$ cat src/hdl/fmm_pkg.sv
// ----------------------------------------------------------------------------
// fmm_pkg
// shared types and constants of the min/max tracking queue
// ----------------------------------------------------------------------------
package fmm_pkg;

    localparam int FMM_DEPTH      = 16;
    localparam int FMM_DATA_WIDTH = 32;

    localparam logic [1:0] OP_PUSH = 2'd0;
    localparam logic [1:0] OP_POP  = 2'd1;
    localparam logic [1:0] OP_PEEK = 2'd2;

    typedef enum logic [1:0] {
        ST_OK        = 2'd0,
        ST_POP_EMPTY = 2'd1,
        ST_PUSH_FULL = 2'd2
    } fmm_status_t;

    typedef struct packed {
        logic push;
        logic pop;
    } fmm_cell_ctrl_t;

endpackage

$ cat src/hdl/fmm_cmd_if.sv
// ----------------------------------------------------------------------------
// fmm_cmd_if
// command channel: opcode and value to append
// ----------------------------------------------------------------------------
interface fmm_cmd_if
    import fmm_pkg::*;
#(
    parameter int DATA_WIDTH = FMM_DATA_WIDTH
);
    logic                         valid;
    logic                         ready;
    logic [1:0]                   opcode;
    logic signed [DATA_WIDTH-1:0] push_value;

    modport source (output valid, output opcode, output push_value, input ready);
    modport sink   (input valid, input opcode, input push_value, output ready);
endinterface

$ cat src/hdl/fmm_rsp_if.sv
// ----------------------------------------------------------------------------
// fmm_rsp_if
// result channel: popped value, front, min, max, count, empty flag, status
// ----------------------------------------------------------------------------
interface fmm_rsp_if
    import fmm_pkg::*;
#(
    parameter int DATA_WIDTH  = FMM_DATA_WIDTH,
    parameter int COUNT_WIDTH = $clog2(FMM_DEPTH + 1)
);
    logic                         valid;
    logic                         ready;
    logic signed [DATA_WIDTH-1:0] popped_value;
    logic signed [DATA_WIDTH-1:0] front_value;
    logic signed [DATA_WIDTH-1:0] min_value;
    logic signed [DATA_WIDTH-1:0] max_value;
    logic [COUNT_WIDTH-1:0]       fill_count;
    logic                         is_empty;
    logic [1:0]                   status;

    modport source (
        output valid, output popped_value, output front_value, output min_value,
        output max_value, output fill_count, output is_empty, output status,
        input ready
    );
    modport sink (
        input valid, input popped_value, input front_value, input min_value,
        input max_value, input fill_count, input is_empty, input status,
        output ready
    );
endinterface

$ cat src/hdl/fmm_cell.sv
// ----------------------------------------------------------------------------
// fmm_cell
// one queue slot: holds a word, shifts toward the front on pop, and folds
// its word into the running min/max handed along the chain
// ----------------------------------------------------------------------------
module fmm_cell
    import fmm_pkg::*;
#(
    parameter int INDEX       = 0,
    parameter int DATA_WIDTH  = FMM_DATA_WIDTH,
    parameter int COUNT_WIDTH = $clog2(FMM_DEPTH + 1)
)
(
    input  logic                         clk,
    input  logic                         rst_n,
    input  fmm_cell_ctrl_t               ctrl,
    input  logic [COUNT_WIDTH-1:0]       count,
    input  logic [COUNT_WIDTH-1:0]       count_now,
    input  logic signed [DATA_WIDTH-1:0] push_value,
    input  logic signed [DATA_WIDTH-1:0] next_data,
    input  logic signed [DATA_WIDTH-1:0] lo_in,
    input  logic signed [DATA_WIDTH-1:0] hi_in,
    input  logic                         seen_in,
    output logic signed [DATA_WIDTH-1:0] data,
    output logic signed [DATA_WIDTH-1:0] lo_out,
    output logic signed [DATA_WIDTH-1:0] hi_out,
    output logic                         seen_out
);

    logic signed [DATA_WIDTH-1:0] data_reg;
    logic signed [DATA_WIDTH-1:0] lo_reg;
    logic signed [DATA_WIDTH-1:0] lo_next;
    logic signed [DATA_WIDTH-1:0] hi_reg;
    logic signed [DATA_WIDTH-1:0] hi_next;
    logic                         seen_reg;
    logic                         occupied;

    assign occupied = (COUNT_WIDTH'(INDEX) < count_now);

    always_comb
    begin
        lo_next = lo_in;
        hi_next = hi_in;
        if (occupied)
        begin
            if (!seen_in || data_reg < lo_in)
            begin
                lo_next = data_reg;
            end
            if (!seen_in || data_reg > hi_in)
            begin
                hi_next = data_reg;
            end
        end
    end

    // word storage
    always_ff @(posedge clk)
    begin
        if (ctrl.pop)
        begin
            data_reg <= next_data;
        end
        else if (ctrl.push && count == COUNT_WIDTH'(INDEX))
        begin
            data_reg <= push_value;
        end
    end

    // min/max wavefront
    always_ff @(posedge clk)
    begin
        lo_reg <= lo_next;
        hi_reg <= hi_next;
    end

    always_ff @(posedge clk or negedge rst_n)
    begin
        if (!rst_n)
        begin
            seen_reg <= 1'b0;
        end
        else
        begin
            seen_reg <= seen_in | occupied;
        end
    end

    assign data     = data_reg;
    assign lo_out   = lo_reg;
    assign hi_out   = hi_reg;
    assign seen_out = seen_reg;

endmodule

$ cat src/hdl/fifo_min_max_tracker.sv
// ----------------------------------------------------------------------------
// fifo_min_max_tracker
// bounded fifo of signed words reporting front, min and max after each beat
//
//   channel | dir | beat contents
//   --------+-----+--------------------------------------------------------
//   cmd     | in  | opcode, push_value
//   rsp     | out | popped_value, front_value, min_value, max_value,
//           |     | fill_count, is_empty, status
//
// the result of a command beat is set by the min/max wavefront passing one
// cell per cycle down the chain of DEPTH cells
// cmd ready is high only while no command is in flight
// a result held in the output register does not block the next command; the
// scan waits at its end until the output register is free
// reset empties the queue; stored words need no clearing
// ----------------------------------------------------------------------------
module fifo_min_max_tracker
    import fmm_pkg::*;
#(
    parameter int DEPTH      = FMM_DEPTH,
    parameter int DATA_WIDTH = FMM_DATA_WIDTH
)
(
    input  logic clk,
    input  logic rst_n,
    fmm_cmd_if.sink   cmd,
    fmm_rsp_if.source rsp
);

    localparam int COUNT_WIDTH = $clog2(DEPTH + 1);
    localparam int CNT_WIDTH   = $clog2(DEPTH + 1);

    typedef enum logic {
        S_IDLE,
        S_SCAN
    } state_t;

    state_t                       state_reg;
    logic [CNT_WIDTH-1:0]         scan_cnt_reg;
    logic [COUNT_WIDTH-1:0]       count_reg;
    logic [COUNT_WIDTH-1:0]       count_next;
    logic signed [DATA_WIDTH-1:0] popped_reg;
    fmm_status_t                  status_reg;
    fmm_status_t                  status_next;

    logic                         rsp_valid_reg;
    logic signed [DATA_WIDTH-1:0] rsp_popped_reg;
    logic signed [DATA_WIDTH-1:0] rsp_front_reg;
    logic signed [DATA_WIDTH-1:0] rsp_min_reg;
    logic signed [DATA_WIDTH-1:0] rsp_max_reg;
    logic [COUNT_WIDTH-1:0]       rsp_count_reg;
    logic                         rsp_empty_reg;
    fmm_status_t                  rsp_status_reg;

    logic                         accept;
    logic                         push_ok;
    logic                         pop_ok;
    logic                         finish;
    fmm_cell_ctrl_t               ctrl;

    logic signed [DATA_WIDTH-1:0] data_w [DEPTH];
    logic signed [DATA_WIDTH-1:0] lo_w   [DEPTH];
    logic signed [DATA_WIDTH-1:0] hi_w   [DEPTH];
    logic                         seen_w [DEPTH];

    assign cmd.ready = (state_reg == S_IDLE);
    assign accept    = cmd.valid && cmd.ready;

    assign push_ok = accept && (cmd.opcode == OP_PUSH) && (count_reg != COUNT_WIDTH'(DEPTH));
    assign pop_ok  = accept && (cmd.opcode == OP_POP) && (count_reg != '0);

    assign ctrl.push = push_ok;
    assign ctrl.pop  = pop_ok;

    always_comb
    begin
        count_next  = count_reg;
        status_next = ST_OK;
        priority if (cmd.opcode == OP_PUSH)
        begin
            if (count_reg == COUNT_WIDTH'(DEPTH))
            begin
                status_next = ST_PUSH_FULL;
            end
            else
            begin
                count_next = count_reg + COUNT_WIDTH'(1);
            end
        end
        else if (cmd.opcode == OP_POP)
        begin
            if (count_reg == '0)
            begin
                status_next = ST_POP_EMPTY;
            end
            else
            begin
                count_next = count_reg - COUNT_WIDTH'(1);
            end
        end
        else
        begin
            status_next = ST_OK;
        end
    end

    assign finish = (state_reg == S_SCAN) && (scan_cnt_reg == '0)
                    && (!rsp_valid_reg || rsp.ready);

    generate
        for (genvar i = 0; i < DEPTH; i++)
        begin : g_cell
            logic signed [DATA_WIDTH-1:0] next_data;
            logic signed [DATA_WIDTH-1:0] lo_in;
            logic signed [DATA_WIDTH-1:0] hi_in;
            logic                         seen_in;

            if (i == DEPTH - 1)
            begin : g_last
                assign next_data = '0;
            end
            else
            begin : g_mid
                assign next_data = data_w[i+1];
            end

            if (i == 0)
            begin : g_first
                assign lo_in   = '0;
                assign hi_in   = '0;
                assign seen_in = 1'b0;
            end
            else
            begin : g_rest
                assign lo_in   = lo_w[i-1];
                assign hi_in   = hi_w[i-1];
                assign seen_in = seen_w[i-1];
            end

            fmm_cell #(
                .INDEX       (i),
                .DATA_WIDTH  (DATA_WIDTH),
                .COUNT_WIDTH (COUNT_WIDTH)
            ) u_cell (
                .clk        (clk),
                .rst_n      (rst_n),
                .ctrl       (ctrl),
                .count      (count_reg),
                .count_now  (count_reg),
                .push_value (cmd.push_value),
                .next_data  (next_data),
                .lo_in      (lo_in),
                .hi_in      (hi_in),
                .seen_in    (seen_in),
                .data       (data_w[i]),
                .lo_out     (lo_w[i]),
                .hi_out     (hi_w[i]),
                .seen_out   (seen_w[i])
            );
        end
    endgenerate

    // control and registered outputs
    always_ff @(posedge clk or negedge rst_n)
    begin
        if (!rst_n)
        begin
            state_reg     <= S_IDLE;
            scan_cnt_reg  <= '0;
            count_reg     <= '0;
            rsp_valid_reg <= 1'b0;
            status_reg    <= ST_OK;
        end
        else
        begin
            if (rsp_valid_reg && rsp.ready)
            begin
                rsp_valid_reg <= 1'b0;
            end
            unique case (state_reg)
                S_IDLE:
                begin
                    if (accept)
                    begin
                        count_reg    <= count_next;
                        status_reg   <= status_next;
                        scan_cnt_reg <= CNT_WIDTH'(DEPTH);
                        state_reg    <= S_SCAN;
                    end
                end
                S_SCAN:
                begin
                    if (scan_cnt_reg != '0)
                    begin
                        scan_cnt_reg <= scan_cnt_reg - CNT_WIDTH'(1);
                    end
                    else if (finish)
                    begin
                        rsp_valid_reg <= 1'b1;
                        state_reg     <= S_IDLE;
                    end
                end
                default:
                begin
                    state_reg <= S_IDLE;
                end
            endcase
        end
    end

    // beat payload
    always_ff @(posedge clk)
    begin
        if (accept)
        begin
            popped_reg <= pop_ok ? data_w[0] : '0;
        end
        if (finish)
        begin
            rsp_popped_reg <= popped_reg;
            rsp_front_reg  <= (count_reg != '0) ? data_w[0] : '0;
            rsp_min_reg    <= seen_w[DEPTH-1] ? lo_w[DEPTH-1] : '0;
            rsp_max_reg    <= seen_w[DEPTH-1] ? hi_w[DEPTH-1] : '0;
            rsp_count_reg  <= count_reg;
            rsp_empty_reg  <= (count_reg == '0);
            rsp_status_reg <= status_reg;
        end
    end

    assign rsp.valid        = rsp_valid_reg;
    assign rsp.popped_value = rsp_popped_reg;
    assign rsp.front_value  = rsp_front_reg;
    assign rsp.min_value    = rsp_min_reg;
    assign rsp.max_value    = rsp_max_reg;
    assign rsp.fill_count   = rsp_count_reg;
    assign rsp.is_empty     = rsp_empty_reg;
    assign rsp.status       = rsp_status_reg;

endmodule

$ cat src/flat_wrapper.sv
// flat-port wrapper written by rule: the top's interface ports become plain ports
module fifo_min_max_tracker_flat import fmm_pkg::*;
#(
    parameter int DEPTH      = FMM_DEPTH,
    parameter int DATA_WIDTH = FMM_DATA_WIDTH
)
  (clk, rst_n, cmd_valid, cmd_opcode, cmd_push_value, cmd_ready, rsp_valid, rsp_popped_value, rsp_front_value, rsp_min_value, rsp_max_value, rsp_fill_count, rsp_is_empty, rsp_status, rsp_ready);
  fmm_cmd_if #(.DATA_WIDTH(DATA_WIDTH)) cmd_i ();
  fmm_rsp_if #(.DATA_WIDTH(DATA_WIDTH)) rsp_i ();
  input  logic clk;
  input  logic rst_n;
  input wire logic [$bits(cmd_i.valid)-1:0] cmd_valid;
  input wire logic [$bits(cmd_i.opcode)-1:0] cmd_opcode;
  input wire logic [$bits(cmd_i.push_value)-1:0] cmd_push_value;
  output wire logic [$bits(cmd_i.ready)-1:0] cmd_ready;
  output wire logic [$bits(rsp_i.valid)-1:0] rsp_valid;
  output wire logic [$bits(rsp_i.popped_value)-1:0] rsp_popped_value;
  output wire logic [$bits(rsp_i.front_value)-1:0] rsp_front_value;
  output wire logic [$bits(rsp_i.min_value)-1:0] rsp_min_value;
  output wire logic [$bits(rsp_i.max_value)-1:0] rsp_max_value;
  output wire logic [$bits(rsp_i.fill_count)-1:0] rsp_fill_count;
  output wire logic [$bits(rsp_i.is_empty)-1:0] rsp_is_empty;
  output wire logic [$bits(rsp_i.status)-1:0] rsp_status;
  input wire logic [$bits(rsp_i.ready)-1:0] rsp_ready;
  assign cmd_i.valid = cmd_valid;
  assign cmd_i.opcode = cmd_opcode;
  assign cmd_i.push_value = cmd_push_value;
  assign cmd_ready = cmd_i.ready;
  assign rsp_valid = rsp_i.valid;
  assign rsp_popped_value = rsp_i.popped_value;
  assign rsp_front_value = rsp_i.front_value;
  assign rsp_min_value = rsp_i.min_value;
  assign rsp_max_value = rsp_i.max_value;
  assign rsp_fill_count = rsp_i.fill_count;
  assign rsp_is_empty = rsp_i.is_empty;
  assign rsp_status = rsp_i.status;
  assign rsp_i.ready = rsp_ready;
  fifo_min_max_tracker #(.DEPTH(DEPTH), .DATA_WIDTH(DATA_WIDTH)) u_core (.clk(clk), .rst_n(rst_n), .cmd(cmd_i), .rsp(rsp_i));
endmodule
$ cat config.mk
export PLATFORM = sky130hd
export DESIGN_NAME = fifo_min_max_tracker_flat
export DESIGN_NICKNAME = d
export VERILOG_FILES = /design/src/hdl/fmm_pkg.sv /design/src/hdl/fmm_cmd_if.sv /design/src/hdl/fmm_rsp_if.sv /design/src/hdl/fmm_cell.sv /design/src/hdl/fifo_min_max_tracker.sv /design/src/flat_wrapper.sv
export SDC_FILE = /design/constraint.sdc
export NUM_CORES = 2
export LEC_CHECK = 0
export BUFFER_PORTS_ARGS = -buffer_cell sky130_fd_sc_hd__buf_4
export CAP_MARGIN = 20
export CORE_MARGIN = 2
export CORE_UTILIZATION = 63
export DETAILED_ROUTE_END_ITERATION = 8
export PLACE_DENSITY = 0.8
export SLEW_MARGIN = 20
export SYNTH_ARGS = -nofsm -noshare
export SYNTH_HDL_FRONTEND = slang
export SYNTH_SLANG_ARGS = --single-unit
export TNS_END_PERCENT = 5
$ cat constraint.sdc
create_clock -name clk -period 9.7 [get_ports clk]
set_input_delay 1.455 -clock clk [delete_from_list [all_inputs] [get_ports clk]]
set_output_delay 1.455 -clock clk [all_outputs]
set_load 0.01 [all_outputs]
==> run metrics <==
syn avg cell area between 10 and 15 um2; Ys Warns 0; CTS tree done; FF-to-FF path depth 9; internal power 19.3 mW; Netlist cell types 80; post-synth top area share about a quarter; post-synth top area cell dfxtp_1; Detail Placement HPWL 155 mm; Remaining DRCs 0; Area Overhead vs Synth 11.3%; GPL Wtd Cong 0.956; Inserted Clock Buffers between 150 and 200; RSZ-0062 raised after global routing false; main area contributors after synthesis dfxtp_1 (25%), edfxtp_1 (24%), ha_1 (14%); maximum vdd drop ~0.20 mV; Lkg Pwr 42.2 nW; hold path cells 0; most frequent cell after synthesis dfxtp_1; r2r setup slk 5320 ps; worst slew pin tran 1240 ps; final setup vio count 0; Rel. slew slack ~17%; vias post-DR 55600; Cell Chain, Critical Path inv_1 -> ha_1 -> nand2_1 -> buf_4 -> inv_1 -> nor2_4 -> buf_4 -> buf_4 -> a21o_1; Fmax achieved about 230 MHz; Seq pwr share between 30% and 40%; CP startpoint u_core.count_reg[1]; worst clock skew 36.5 ps; most used cell, CP buf_4; hold_sp u_core.popped_reg[16]; list of most frequent post-synthesis cells dfxtp_1 (1024), inv_1 (939), ha_1 (921), mux2_2 (891), edfxtp_1 (648); fin crit share 45.2%; Root Driver clkbuf_16; layout cells sized above 1 between 20% and 30%; largest net degree at the start of global routing 222; async set or reset register ratio after synthesis 1.76%; worst reg2reg startpoint u_core.count_reg[1]; vias in the first global route about 56000; Fillers 8836; Worst setup EP type register; post-synthesis sequential area ratio 49.7%; #FFs+latches synth 1702; wire per inst 23.3 um; io pins roughly 180; Crit-path slowest cell buf_4; CP Class register to register; first-pass GRT wire length 328 mm; 1st-iter DRT viols 4834; H-tree depth 4; final setup TNS 0 ps; PD cells approximately 320 nW/um2; routed vias/inst a little over 6; Gate Count Post-Synth 7108; Core Area 129000 um2; Top FF cell, synth dfxtp_1; Syn Std Cell Area 81900 um2; Initial Util between 60% and 70%; Net Sw Frac roughly a third; nets@finish 8234; Syn Nets 8067; DRT antenna net count 0; Comb power frac 36.8%; cts repair resizes 0; die width 365 um; EDFF count, synth 648; Die Height 365 um; design area 91100 um2; DIE AREA 133000 um2; WL final 213 mm; Slew Viols, Final 0; Post-CTS Hold Fix Bufs 0; outcome completed; worst path arrival time 5060 ps; Final Hold Viols 0; placed inst area 85000 um2; total of max-cap violations 0; Startpoint Class register; Site Rows 132; first-pass detailed-route iteration total 6; clock latency on the worst-skew pair 820 ps; switching pwr approximately 10 mW; GRT Resource Usage Total a little under a third; CTS clk-pin slew, worst paths 70 ps; Post CTS Setup Buffer Count 0; Final min period 4380 ps; WP data required between 10000 and 15000 ps; clk sinks 1702; crit path max fanout between 80 and 90; total gr overflow 0; Clock Power Share roughly a quarter; initial antenna violation count 4; Hold Crit Class register to register; Clock Tree Buf Depth 3; number of buffers added on ports 175; Crit path largest cell delay roughly 840 ps; n_diodes 0
[power by group through the flow]
stage               Clock, mW  Sequential [mW]  Combinational [mW]
finish                   6.97             11.7                10.8
global route             7.30             11.8                11.9
CTS                      7.01             11.6                10.7
detailed placement          0             11.7                10.5
global placement            0             11.7                10.0
floorplan                   0             11.0                7.93
[worst paths after layout]
check / to
worst min-delay path: u_core.rsp.popped_value[16]
worst max-delay path: u_core.g_cell[2].u_cell.data[1]
worst min register to register: u_core.rsp.popped_value[16]
min in group asynchronous: u_core.scan_cnt_reg[0]
worst max register to register: u_core.g_cell[2].u_cell.data[1]
max in group asynchronous: u_core.g_cell[11].u_cell.seen_out
[cell usage in the layout, fill, tap and decap left out, types with 15 or more instances in the layout]
cell type     n
nor3_1       38
a221oi_1     17
bufinv_16    15
ha_1        921
and2_2       15
a211oi_1     33
mux2_2      891
nand2_1     285
dfxtp_1    1024
o21ai_0     145
clkbuf_1     36
inv_1       939
clkinv_2     32
a21oi_1     369
clkbuf_16   180
and4_1       16
and2_1      179
a21o_1      613
edfxtp_1    648
nand4_1     154
nand3_1      83
o211ai_1     25
clkbuf_8     36
nor2b_1      29
dfrtp_1      30
nor2_1      110
nor4_1       25
mux2_4       31
buf_4       234
[stage by stage]
step | setup slack [ps] | total power [mW] | hold slack (ps) | instances | util, %
after global routing | 5130 | 31.0 | 414 | 9169 | 70.4
after detailed placement | 5080 | 22.1 | 405 | 8839 | 65.7
after global placement | 5200 | 21.7 | 402 | 8837 | 65.7
final | 5320 | 29.5 | 409 | 9169 | 70.4
after CTS | 5420 | 29.3 | 410 | 9165 | 70.4
after floorplan | 936 | 18.9 | 400 | 7108 | -
[critical path, delay by kind of cell (launching register included)]
kind,cells,cell delay [ps]
AOI/OAI and AO/OA,1,230
DFF,1,550
and+or+nand+nor,2,790
buffers and inverters,5,2220
adders and majority gates,1,300
[area by class of cell]
cell class                 instances  area (um2)  area share, %
clock buffer                     252        5130           5.64
timing repair buffer             242        1930           2.12
tap                             1742        2180           2.39
clock inverter                    74         873          0.959
multi-input combinational       4217       36700           40.3
sequential                      1702       40700           44.7
inverter                         940        3530           3.87
[per-layer routing]
metal | track usage (%) | routed length [um]
met1 | 43.5 | 92900
met2 | 51.0 | 97200
met3 | 6.15 | 16600
met4 | 10.5 | 6660
met5 | 0 | 17
[logic make-up (layout without fill, tap and decap cells)]
group                    Yosys count  count (layout)  synth area share (%)
multiplexers                     928             928                  12.9
AO/OA/AOI/OAI                   1333            1333                  10.9
XOR/XNOR                          20              20                 0.214
adder cells (fa/ha/maj)          921             921                  14.1
flip-flops                      1702            1702                  49.7
AND/OR/NAND/NOR                 1015            1015                  6.46
buffers and inverters           1189            1508                  5.73
No activity file was read; power rests on OpenSTA's default activity.
